[config.mk]
export PLATFORM = sky130hd
export DESIGN_NAME = quadratic_step_time_generator_core_flat
export DESIGN_NICKNAME = d
export VERILOG_FILES = /design/src/rtl/core/qstg_pkg.sv /design/src/rtl/core/qstg_in_if.sv /design/src/rtl/core/qstg_out_if.sv /design/src/rtl/core/qstg_load.sv /design/src/rtl/core/qstg_advance.sv /design/src/rtl/core/quadratic_step_time_generator_core.sv /design/src/flat_wrapper.sv
export SDC_FILE = /design/constraint.sdc
export NUM_CORES = 1
export LEC_CHECK = 0
export ABC_AREA = 1
export BUFFER_PORTS_ARGS = -buffer_cell sky130_fd_sc_hd__buf_2
export CORE_MARGIN = 2
export CORE_UTILIZATION = 25
export CTS_CLUSTER_DIAMETER = 200
export CTS_CLUSTER_SIZE = 30
export DETAILED_ROUTE_END_ITERATION = 16
export GPL_ROUTABILITY_DRIVEN = 1
export PLACE_DENSITY_LB_ADDON = 0.3
export SKIP_CTS_REPAIR_TIMING = 1
export SLEW_MARGIN = 10
export SYNTH_ARGS = -nofsm -noshare
export SYNTH_HDL_FRONTEND = slang
export SYNTH_SLANG_ARGS = --single-unit
[constraint.sdc]
create_clock -name clk -period 3.95 [get_ports clk]
set_input_delay 0.1975 -clock clk [delete_from_list [all_inputs] [get_ports clk]]
set_output_delay 0.1975 -clock clk [all_outputs]
set_load 0.02 [all_outputs]
[src/rtl/core/qstg_pkg.sv]
// ----------------------------------------------------------------------------
// qstg_pkg
// Types and constants shared by the quadratic step time generator.
// ----------------------------------------------------------------------------
`default_nettype none

package qstg_pkg;

	// command checks
	localparam logic signed [15:0] INC_LIMIT        = 16'sh7FFF;
	localparam logic signed [15:0] INC_LIMIT_NEG    = -16'sh7FFF;
	localparam logic signed [15:0] INC_CHG_LIMIT    = 16'sh0FFF;
	localparam logic signed [15:0] INC_CHG_LIMIT_NEG = -16'sh0FFF;
	localparam logic [15:0]        COUNT_LIMIT      = 16'h7FFF;
	localparam logic signed [7:0]  SHIFT_MAX        = 8'sd16;
	localparam logic signed [7:0]  SHIFT_MIN        = -8'sd8;
	localparam logic signed [7:0]  SHIFT_FRAC8      = 8'sd8;

	// fractional accumulator presets (one half)
	localparam logic [15:0] HALF16 = 16'h8000;
	localparam logic [15:0] HALF8  = 16'h0080;

	typedef enum logic {
		ACT_LOAD    = 1'b0,
		ACT_ADVANCE = 1'b1
	} action_t;

	typedef enum logic [1:0] {
		ST_OK       = 2'd0,
		ST_INVALID  = 2'd1,
		ST_OVERFLOW = 2'd2,
		ST_NO_MOVE  = 2'd3
	} status_t;

	typedef enum logic [1:0] {
		FM_WHOLE  = 2'd0,
		FM_FRAC8  = 2'd1,
		FM_FRAC16 = 2'd2
	} frac_mode_t;

	typedef struct packed {
		action_t            action;
		logic [31:0]        move_interval;
		logic [15:0]        move_count;
		logic signed [15:0] move_add;
		logic signed [15:0] move_add_second;
		logic signed [7:0]  move_shift;
	} cmd_t;

	typedef struct packed {
		logic [31:0] step_time;
		status_t     status;
		logic        end_of_move;
	} result_t;

	typedef struct packed {
		logic [31:0] interval;
		logic [31:0] inc;
		logic [31:0] inc_chg;
		logic [15:0] frac;
		frac_mode_t  mode;
		logic [31:0] time_acc;
		logic [15:0] steps_left;
	} move_state_t;

	typedef struct packed {
		logic        bad;
		logic [31:0] interval;
		logic [31:0] inc;
		logic [31:0] inc_chg;
		logic [15:0] frac;
		frac_mode_t  mode;
	} load_t;

	typedef struct packed {
		logic [31:0] interval;
		logic [31:0] inc;
		logic [15:0] frac;
		logic [31:0] time_acc;
		logic [15:0] steps_left;
		logic        overflow;
		logic        last;
	} step_t;

endpackage

`default_nettype wire

[src/rtl/core/qstg_in_if.sv]
// ----------------------------------------------------------------------------
// qstg_in_if
// Command request channel: valid/ready handshake with a command payload.
// ----------------------------------------------------------------------------
`default_nettype none

interface qstg_in_if;
	import qstg_pkg::*;

	logic valid;
	logic ready;
	cmd_t data;

	modport source (output valid, output data, input ready);
	modport sink (input valid, input data, output ready);
endinterface

`default_nettype wire

[src/rtl/core/qstg_out_if.sv]
// ----------------------------------------------------------------------------
// qstg_out_if
// Result request channel: valid/ready handshake with a result payload.
// ----------------------------------------------------------------------------
`default_nettype none

interface qstg_out_if;
	import qstg_pkg::*;

	logic    valid;
	logic    ready;
	result_t data;

	modport source (output valid, output data, input ready);
	modport sink (input valid, input data, output ready);
endinterface

`default_nettype wire

[src/rtl/core/qstg_load.sv]
// ----------------------------------------------------------------------------
// qstg_load
// Checks a move command and brings interval, add and add2 to one scale.
// ----------------------------------------------------------------------------
`default_nettype none

module qstg_load (
	input  qstg_pkg::cmd_t  cmd,
	output qstg_pkg::load_t ld
);
	import qstg_pkg::*;

	logic [3:0]  k;
	logic [7:0]  neg_sh;
	logic [7:0]  d16;
	logic [7:0]  d8;
	logic [31:0] add_ext;
	logic [31:0] add2_ext;

	assign neg_sh   = 8'(-cmd.move_shift);
	assign d16      = 8'(SHIFT_MAX - cmd.move_shift);
	assign d8       = 8'(SHIFT_FRAC8 - cmd.move_shift);
	assign add_ext  = {{16{cmd.move_add[15]}}, cmd.move_add};
	assign add2_ext = {{16{cmd.move_add_second[15]}}, cmd.move_add_second};

	always_comb begin
		ld.bad = (cmd.move_count == 16'd0)
			|| (cmd.move_interval == 32'd0 && cmd.move_add == 16'sd0
				&& cmd.move_add_second == 16'sd0 && cmd.move_count > 16'd1)
			|| cmd.move_interval[31]
			|| (cmd.move_count > COUNT_LIMIT)
			|| (cmd.move_add < INC_LIMIT_NEG) || (cmd.move_add > INC_LIMIT)
			|| (cmd.move_add_second < INC_CHG_LIMIT_NEG)
			|| (cmd.move_add_second > INC_CHG_LIMIT)
			|| (cmd.move_shift > SHIFT_MAX) || (cmd.move_shift < SHIFT_MIN);

		if (cmd.move_shift <= 8'sd0) begin
			k       = neg_sh[3:0];
			ld.mode = FM_WHOLE;
			ld.frac = 16'd0;
		end else if (cmd.move_shift > SHIFT_FRAC8) begin
			k       = d16[3:0];
			ld.mode = FM_FRAC16;
			ld.frac = HALF16;
		end else begin
			k       = d8[3:0];
			ld.mode = FM_FRAC8;
			ld.frac = HALF8;
		end

		ld.interval = cmd.move_interval << k;
		ld.inc      = add_ext << k;
		ld.inc_chg  = add2_ext << k;
	end
endmodule

`default_nettype wire

[src/rtl/core/qstg_advance.sv]
// ----------------------------------------------------------------------------
// qstg_advance
// One step: time += interval (with fraction carry), then the quadratic update.
// ----------------------------------------------------------------------------
`default_nettype none

module qstg_advance (
	input  qstg_pkg::move_state_t st,
	output qstg_pkg::step_t       nx
);
	import qstg_pkg::*;

	logic [31:0] sum;
	logic [15:0] steps_dec;

	assign sum       = st.interval + {16'd0, st.frac};
	assign steps_dec = st.steps_left - 16'd1;

	always_comb begin
		case (st.mode)
			FM_FRAC16: begin
				nx.time_acc = st.time_acc + {16'd0, sum[31:16]};
				nx.frac     = sum[15:0];
			end
			FM_FRAC8: begin
				nx.time_acc = st.time_acc + {8'd0, sum[31:8]};
				nx.frac     = {8'd0, sum[7:0]};
			end
			default: begin
				nx.time_acc = st.time_acc + st.interval;
				nx.frac     = st.frac;
			end
		endcase

		nx.interval = st.interval + st.inc;
		nx.inc      = st.inc + st.inc_chg;
		// interval of 2^31 or more ends the move
		nx.overflow = nx.interval[31];
		nx.steps_left = nx.overflow ? 16'd0 : steps_dec;
		nx.last       = nx.overflow || (steps_dec == 16'd0);
	end
endmodule

`default_nettype wire

[src/rtl/core/quadratic_step_time_generator_core.sv]
// ----------------------------------------------------------------------------
// quadratic_step_time_generator_core
// Expands stepper move commands into step times from the move start.
// ----------------------------------------------------------------------------
// Every request on cmd gives exactly one request on res. A load request checks
// the move and answers status ok or invalid; each advance request answers the
// next step time, with end_of_move set on the final step or on interval
// overflow, or status "no active move" when none is loaded. One request is
// taken per cycle while res is not stalled; a result passes the input
// register, then the step update into the result register, and the move
// state is updated in the same cycle so the next request sees it at once.
// ----------------------------------------------------------------------------
`default_nettype none

module quadratic_step_time_generator_core (
	input  wire        clk,
	input  wire        arst_n,
	qstg_in_if.sink    cmd,
	qstg_out_if.source res
);
	import qstg_pkg::*;

	logic        valid_s1;
	cmd_t        cmd_s1;
	logic        fire_s1;
	move_state_t state_q;
	move_state_t state_nx;
	logic        out_valid_q;
	result_t     out_q;
	result_t     result;
	load_t       ld;
	step_t       nx;

	qstg_load u_load (
		.cmd (cmd_s1),
		.ld  (ld)
	);

	qstg_advance u_advance (
		.st (state_q),
		.nx (nx)
	);

	assign fire_s1   = valid_s1 && (!out_valid_q || res.ready);
	assign cmd.ready = !valid_s1 || fire_s1;
	assign res.valid = out_valid_q;
	assign res.data  = out_q;

	always_comb begin
		state_nx = state_q;
		result   = '{step_time: 32'd0, status: ST_OK, end_of_move: 1'b0};
		case (cmd_s1.action)
			ACT_LOAD: begin
				if (ld.bad) begin
					state_nx.steps_left = 16'd0;
					result.status       = ST_INVALID;
				end else begin
					state_nx.interval   = ld.interval;
					state_nx.inc        = ld.inc;
					state_nx.inc_chg    = ld.inc_chg;
					state_nx.frac       = ld.frac;
					state_nx.mode       = ld.mode;
					state_nx.time_acc   = 32'd0;
					state_nx.steps_left = cmd_s1.move_count;
				end
			end
			ACT_ADVANCE: begin
				if (state_q.steps_left == 16'd0) begin
					result.status = ST_NO_MOVE;
				end else begin
					state_nx.interval   = nx.interval;
					state_nx.inc        = nx.inc;
					state_nx.frac       = nx.frac;
					state_nx.time_acc   = nx.time_acc;
					state_nx.steps_left = nx.steps_left;
					result.step_time    = nx.time_acc;
					result.status       = nx.overflow ? ST_OVERFLOW : ST_OK;
					result.end_of_move  = nx.last;
				end
			end
			default: begin
				result.status = ST_NO_MOVE;
			end
		endcase
	end

	always_ff @(posedge clk or negedge arst_n) begin
		if (!arst_n) begin
			valid_s1 <= 1'b0;
		end else if (cmd.ready) begin
			valid_s1 <= cmd.valid;
		end
	end

	always_ff @(posedge clk) begin
		if (cmd.valid && cmd.ready) begin
			cmd_s1 <= cmd.data;
		end
	end

	always_ff @(posedge clk or negedge arst_n) begin
		if (!arst_n) begin
			state_q <= '{interval: 32'd0, inc: 32'd0, inc_chg: 32'd0, frac: 16'd0,
				mode: FM_WHOLE, time_acc: 32'd0, steps_left: 16'd0};
			out_valid_q <= 1'b0;
		end else begin
			if (fire_s1) begin
				state_q     <= state_nx;
				out_valid_q <= 1'b1;
			end else if (res.ready) begin
				out_valid_q <= 1'b0;
			end
		end
	end

	always_ff @(posedge clk) begin
		if (fire_s1) begin
			out_q <= result;
		end
	end
endmodule

`default_nettype wire
[src/flat_wrapper.sv]
// flat-port wrapper written by rule: the top's interface ports become plain ports
module quadratic_step_time_generator_core_flat import qstg_pkg::*;
  (clk, arst_n, cmd_valid, cmd_data, cmd_ready, res_valid, res_data, res_ready);
  qstg_in_if cmd_i ();
  qstg_out_if res_i ();
  input  wire clk;
  input  wire arst_n;
  input wire logic [$bits(cmd_i.valid)-1:0] cmd_valid;
  input wire logic [$bits(cmd_i.data)-1:0] cmd_data;
  output wire logic [$bits(cmd_i.ready)-1:0] cmd_ready;
  output wire logic [$bits(res_i.valid)-1:0] res_valid;
  output wire logic [$bits(res_i.data)-1:0] res_data;
  input wire logic [$bits(res_i.ready)-1:0] res_ready;
  assign cmd_i.valid = cmd_valid;
  assign cmd_i.data = cmd_data;
  assign cmd_ready = cmd_i.ready;
  assign res_valid = res_i.valid;
  assign res_data = res_i.data;
  assign res_i.ready = res_ready;
  quadratic_step_time_generator_core u_core (.clk(clk), .arst_n(arst_n), .cmd(cmd_i), .res(res_i));
endmodule
Yosys cells after proc, flatten, opt, wreduce, memory -nomap -nowiden
Cells that the tools add are included.

cells by class
  $add $sub $neg = 10
  order comparisons = 10
  equal/unequal tests = 5
  shift-type cells = 3
  muxes and demuxes = 20
  bitwise gates (word level) = 2
  reductions and logical operators = 31

operators by type and width
  operator                                                         count
  one-hot mux 48 bit (2 select lines)                              2
  two-way mux 146 bit                                              1
  one-hot mux 64 bit (2 select lines)                              1
  adder 32 bit                                                     3
  << shifter 32 x 4 -> 32 bit                                      3
  logical NOT 16 bit                                               5
  adder 32 x 16 -> 32 bit                                          2
  two-way mux 64 bit                                               1
  two-way mux 16 bit                                               3
  two-way mux 48 bit                                               1
  two-way mux 18 bit                                               2
  adder 32 x 24 -> 32 bit                                          1
  logical NOT 32 bit                                               1
  one-hot mux 16 bit (2 select lines)                              1
  greater-than comparator 16 x 1 -> 1 bit, second input constant   1
  greater-than comparator 16 x 13 -> 1 bit, second input constant  1
  greater-than comparator 16 x 15 -> 1 bit, second input constant  1
  greater-than comparator 16 bit, second input constant            1
  less-than comparator 16 x 13 -> 1 bit, second input constant     1
  less-than comparator 16 bit, second input constant               1
  subtractor 16 x 1 -> 16 bit, second input constant               1
  logical OR 1 bit                                                 12
  greater-than comparator 8 x 5 -> 1 bit, second input constant    1
  greater-than comparator 8 x 6 -> 1 bit, second input constant    1
  other kinds (21)                                                 33

storage, ports and cells
  register bits after elaboration = 288
  logic and storage cells = 99

Longest topological paths before layout
  depth in word-level cells = 15
  depth in mapped cells = 31
  mapped depth without buffers = 31

Hierarchy
Synthesis repeated with hierarchy kept, for this count alone.

unflattened totals
  cells, all modules = 3609
  area, all modules = 24322.1 um2

modules (own cells, without submodules)
  module                              times used  cells an instance  area each (um2)  sequential area each (um2)
  quadratic_step_time_generator_core  1           1160               11852.6          7827.5
  qstg_advance                        1           1553               8305.5           0.0
  qstg_load                           1           896                4164.0           0.0

Worst setup path before layout
No wires, ideal clock.

  path kind = reg-to-reg
  start = register u_core.state_q[130] in the netlist's numbering
  end = register u_core.out_q (netlist bit u_core.res.data[33]), data pin
  arrival = 3324 ps
  path slack = 360 ps
  cell stages (with the launch flop) = 28
  path buffers = 0
  cell sequence = dfrtp_1 > ha_1 > inv_1 > fa_1 > inv_1 > nand3_1 > nand3_1 > nand2_1 > nand2_1 > nand2_1 > nand3_1 > nand3_1 > a31oi_1 > ha_1 > inv_1 > fa_1 > inv_1 > nand3_1 > nand3_1 > nand2_1 > nand2_1 > nand2_1 > nand2_1 > nand2_1 > nand2_1 > nand2_1 > nand2_1 > nor2_1

on the way
  cells in the longest elaborated chain, start to end = 3
  elaborated cells on any way between the ends = 5
  those cells by class = add/sub: 4; mux: 1

ends and longest elaborated chain
  element                                                                    line                                       source
  start: declaration                                                         quadratic_step_time_generator_core.sv:26   move_state_t state_q;
  start signal: assignment                                                   quadratic_step_time_generator_core.sv:103  state_q <= '{interval: 32'd0, inc: 32'd0, inc_chg: 32'd0, frac: 16'd0,
  start signal: assignment                                                   quadratic_step_time_generator_core.sv:108  state_q <= state_nx;
  adder 32 x 16 -> 32 bit                                                    qstg_advance.sv:16                         assign sum = st.interval + {16'd0, st.frac};
  adder 32 x 24 -> 32 bit / adder 32 x 16 -> 32 bit (equally long branches)  qstg_advance.sv:26, qstg_advance.sv:22
  one-hot mux 48 bit (2 select lines) (*)                                    qstg_advance.sv:20                         case (st.mode)
  end signal: assignment                                                     quadratic_step_time_generator_core.sv:118  out_q <= result;
  end: declaration                                                           quadratic_step_time_generator_core.sv:29   result_t out_q;

Every way passes the cells marked *; elsewhere a longest branch is shown, timed or not. The select of a mux whose other input is x is not followed.
A chain may end at the register's enable or synchronous reset.

Final worst setup path
  start = register u_core.state_q[142] in the netlist's numbering
  end = register u_core.out_q (netlist bit u_core.res.data[19]), data pin

Same word-level chain as after synthesis.

==> reports/results.ini <==
[outcome]
status = finished clean

[yosys]
synthMuxAreaShare_pct = 0.328
synth_compound_area_share_pct = 7.16
synth_xor_xnor_area_share_pct = 1.36
syn_inst = 3950
synthAdderAreaFrac_pct = 6.22
synthFlopType = dfrtp_1
ys_ff_latch = 287
async_reset_ff_share_pct = 56.8
synthDistinctLibCells = 45
synth_edf_count = 124
yosysWarnings = 0
synth_top_family_by_area = simple AND/OR/NAND/NOR gates
yosys.area_share.simple_pct = 44.0
yosysSeqAreaShare_pct = 31.9
synth_nets = 4162
syn_avg_cell_area_sq_um = 6.19
synth_area_sq_mm = 0.0244

[global_route]
antenna_found_initial = 0
grt_pass1_wl_um = 136000
overflow = 0
grt_usage_pct = 17.3
grt_pass1_vias = 23400
grt_max_degree = 92

[critical_path]
end_kind = register
slowest_delay_ns = 0.43
cpMaxStageDelayCell = dfrtp_1
r2r_start = u_core.state_q[142]$_DFFE_PN0P_
path_cells = ha_1 > nand2_1 > nor2_2 > inv_1 > nor2_1 > nor2_2 > buf_4 > nand3_2 > nand3_1 > a31oi_4 > ha_2 > inv_1 > fa_2 > inv_2 > nand3_1 > nand3_2 > buf_4 > nand2_1 > nand3_2 > buf_6 > nand2_1 > nand2_2 > xnor2_2 > nor2_1
rrSetupSlack_ns = 0.21
worst-path-max-fanout = 5
arrival_ns = 4.06
timing.rr.end = u_core.res.data[19]$_SDFFCE_PP0P_
crit_buf_inv = 6
worstPathRequired_ns = 4.26
r2r_cells = 24
worstSetupStartpointType = register
critical_path_class = register to register
critPathTopFamily = simple AND/OR/NAND/NOR gates

[final_layout]
stdcell_area_sq_mm = 0.0294
fin_util_pct = 30.3
diodes = 0
syn_to_final_growth_pct = 20.2
drive_gt1_share_pct = 11.8
fillCellCount = 10700
final_nets = 4415

[clock_network]
clkTransAtPathRegs_ns = 0.15
clock_latency_ns = 0.57
cts_buffers = 13
cts_tree = done
cts_root_buf = clkbuf_16
cts.path.max_buffers = 3
clkSinkCount = 287
htreeDepth = 1

[route]
drt_iter0_drc = 1677
drt-total-wl_um = 88700
dr_wl_met3_um = 3820
drtPass1Iterations = 5
num_vias = 25400
highest_layer = met4
wl_per_cell_um = 16.2
drc = 0
avgViaCountPerCell = 4.64
met2WireLength_um = 40500
drt-met1-wl_um = 42800
ant_nets = 0

[die]
initial_core_util_pct = 25.2
die_x_um = 317
die_area_sq_mm = 0.100
core_area_sq_mm = 0.0969
io_pins = 130
die_h_um = 317
placementRows = 114

[timing]
finalHoldViolations = 0
grt_setup_unrepaired = yes
relSlewSlack_pct = 43.8
max_freq_mhz = 267
finClkSkew_ns = 0.0431
finalSetupTns_ns = 0
timing.final.ws_setup_ns = 0.208
final.min_clock_period_ns = 3.74
period_share_pct = 94.7
worst_pin_slew_ns = 0.840
slew_viol_final = 0
finalSetupViolCount = 0

[power_and_ir_drop]
power_switching_mw = 3.50
clkPwrFrac_pct = 20.2
cellInternalPower_mw = 5.34
combPwrFrac_pct = 36.3
power_density_mw_per_mm2 = 301
vdd_drop_max_v = 0.000495
p_leak_nw = 15.3
swShare_pct = 39.6
seq_power_share_pct = 43.5

[placement]
port_buffers = 129
placed_cell_area_sq_mm = 0.0272
gp_congestion = 0.930
dp_hpwl_um = 69600
dp_slack_ns = -0.113

[flow_run]
drv_cap = 0

[worst_hold_path]
holdCritPathClass = input port to asynchronous set/reset pin

==> power groups by stage <==
stage	logic [mW]	registers (mW)	clock network (mW)
final	3.21	3.84	1.78
after floorplan	1.95	3.84	0
after global routing	3.61	3.89	1.93
after global placement	2.98	3.90	0
after CTS	3.01	3.84	1.84
after detailed placement	3.00	3.90	0
==> stage by stage <==
stage                     hold WS [ns]  cells  total power, mW
after global routing             0.326   5485             9.43
after global placement           0.284   5359             6.88
final                            0.307   5485             8.84
after detailed placement         0.289   5359             6.89
after floorplan                -0.0981   3950             5.79
after CTS                       -0.312   5380             8.68
==> cell type report <==
type | count | area [sq um] | area share, %
inverters | 433 | 1630 | 5.54
clock buffers | 20 | 373 | 1.27
well taps | 1276 | 1600 | 5.43
flip-flops and latches | 287 | 7800 | 26.6
repair buffers | 367 | 2750 | 9.36
clock inverters | 1 | 11.3 | 0.0383
multi-input cells | 3101 | 15200 | 51.8
==> placed cells by master (no fill, tap or decap), types with 7 or more instances in the layout <==
cell	n
nand2_1	1596
inv_1	421
nand3_1	395
nor2_1	359
dfrtp_1	163
o21ai_0	139
buf_4	138
buf_2	128
edfxtp_1	124
a21oi_1	116
dlygate4sd3_1	93
ha_1	88
nand4_1	57
nand2_2	38
nor2_2	32
or2_2	32
nand3b_1	23
xor2_1	21
nor3_1	20
a21oi_2	17
ha_4	17
and2_1	16
xnor2_1	14
clkbuf_16	14
inv_2	10
o21bai_1	10
o21a_1	10
ha_2	10
nand3_2	8
mux2i_1	8
nand2_4	7
==> cells by family after synthesis <==
| group | count (synthesis) |
|---|---|
| DFF | 287 |
| and+or+nand+nor | 2607 |
| adders and majority gates | 119 |
| buffers and inverters | 562 |
| AOI/OAI and AO/OA | 329 |
| xor gates and xnor gates | 38 |
| muxes | 8 |
==> Yosys cell counts (all sizes together), types with 23 or more instances <==
cell type | instances | share of area [%]
a21oi | 137 | 2.9
buf | 58 | 1.3
clkbuf | 71 | 1.1
dfrtp | 163 | 17
edfxtp | 124 | 15
ha | 115 | 5.9
inv | 432 | 6.6
nand2 | 1641 | 25
nand3 | 404 | 8.3
nand3b | 23 | 0.71
nand4 | 57 | 1.5
nor2 | 397 | 6.2
nor3 | 27 | 0.57
o21ai | 151 | 3.1
or2 | 34 | 0.87
==> worst max path at each step <==
| stage | slack (ns) | startpoint | cells after the start | to |
|---|---|---|---|---|
| after CTS | -0.15 | u_core.state_q[130]$_DFFE_PN0P_ | 25 | u_core.res.data[15]$_SDFFCE_PP0P_ |
| after floorplan | 0.36 | u_core.state_q[130]$_DFFE_PN0P_ | 27 | u_core.res.data[33]$_SDFFCE_PP0P_ |
| after global placement | -0.06 | u_core.state_q[50]$_DFFE_PN0P_ | 25 | u_core.res.data[28]$_SDFFCE_PP0P_ |
| final | 0.21 | u_core.state_q[142]$_DFFE_PN0P_ | 24 | u_core.res.data[19]$_SDFFCE_PP0P_ |
| after global routing | -0.04 | u_core.state_q[130]$_DFFE_PN0P_ | 27 | u_core.res.data[21]$_SDFFCE_PP0P_ |
| after detailed placement | -0.11 | u_core.state_q[50]$_DFFE_PN0P_ | 25 | u_core.res.data[15]$_SDFFCE_PP0P_ |
==> flip-flops by register name, indices dropped and copies added (netlist names) <==
name,cells
u_core.state_q,161
u_core.cmd_s1,89
u_core.res.data,35
u_core.res.valid,1
u_core.valid_s1,1
==> metal layers <==
layer  GRT usage [%]  vias to the layer above
met1            24.8                    11700
met4            3.27                        0
met2            28.4                      562
met3            1.47                       77
li1                -                    13100
met5               0                        -
Power figures use the tool's default switching activity.
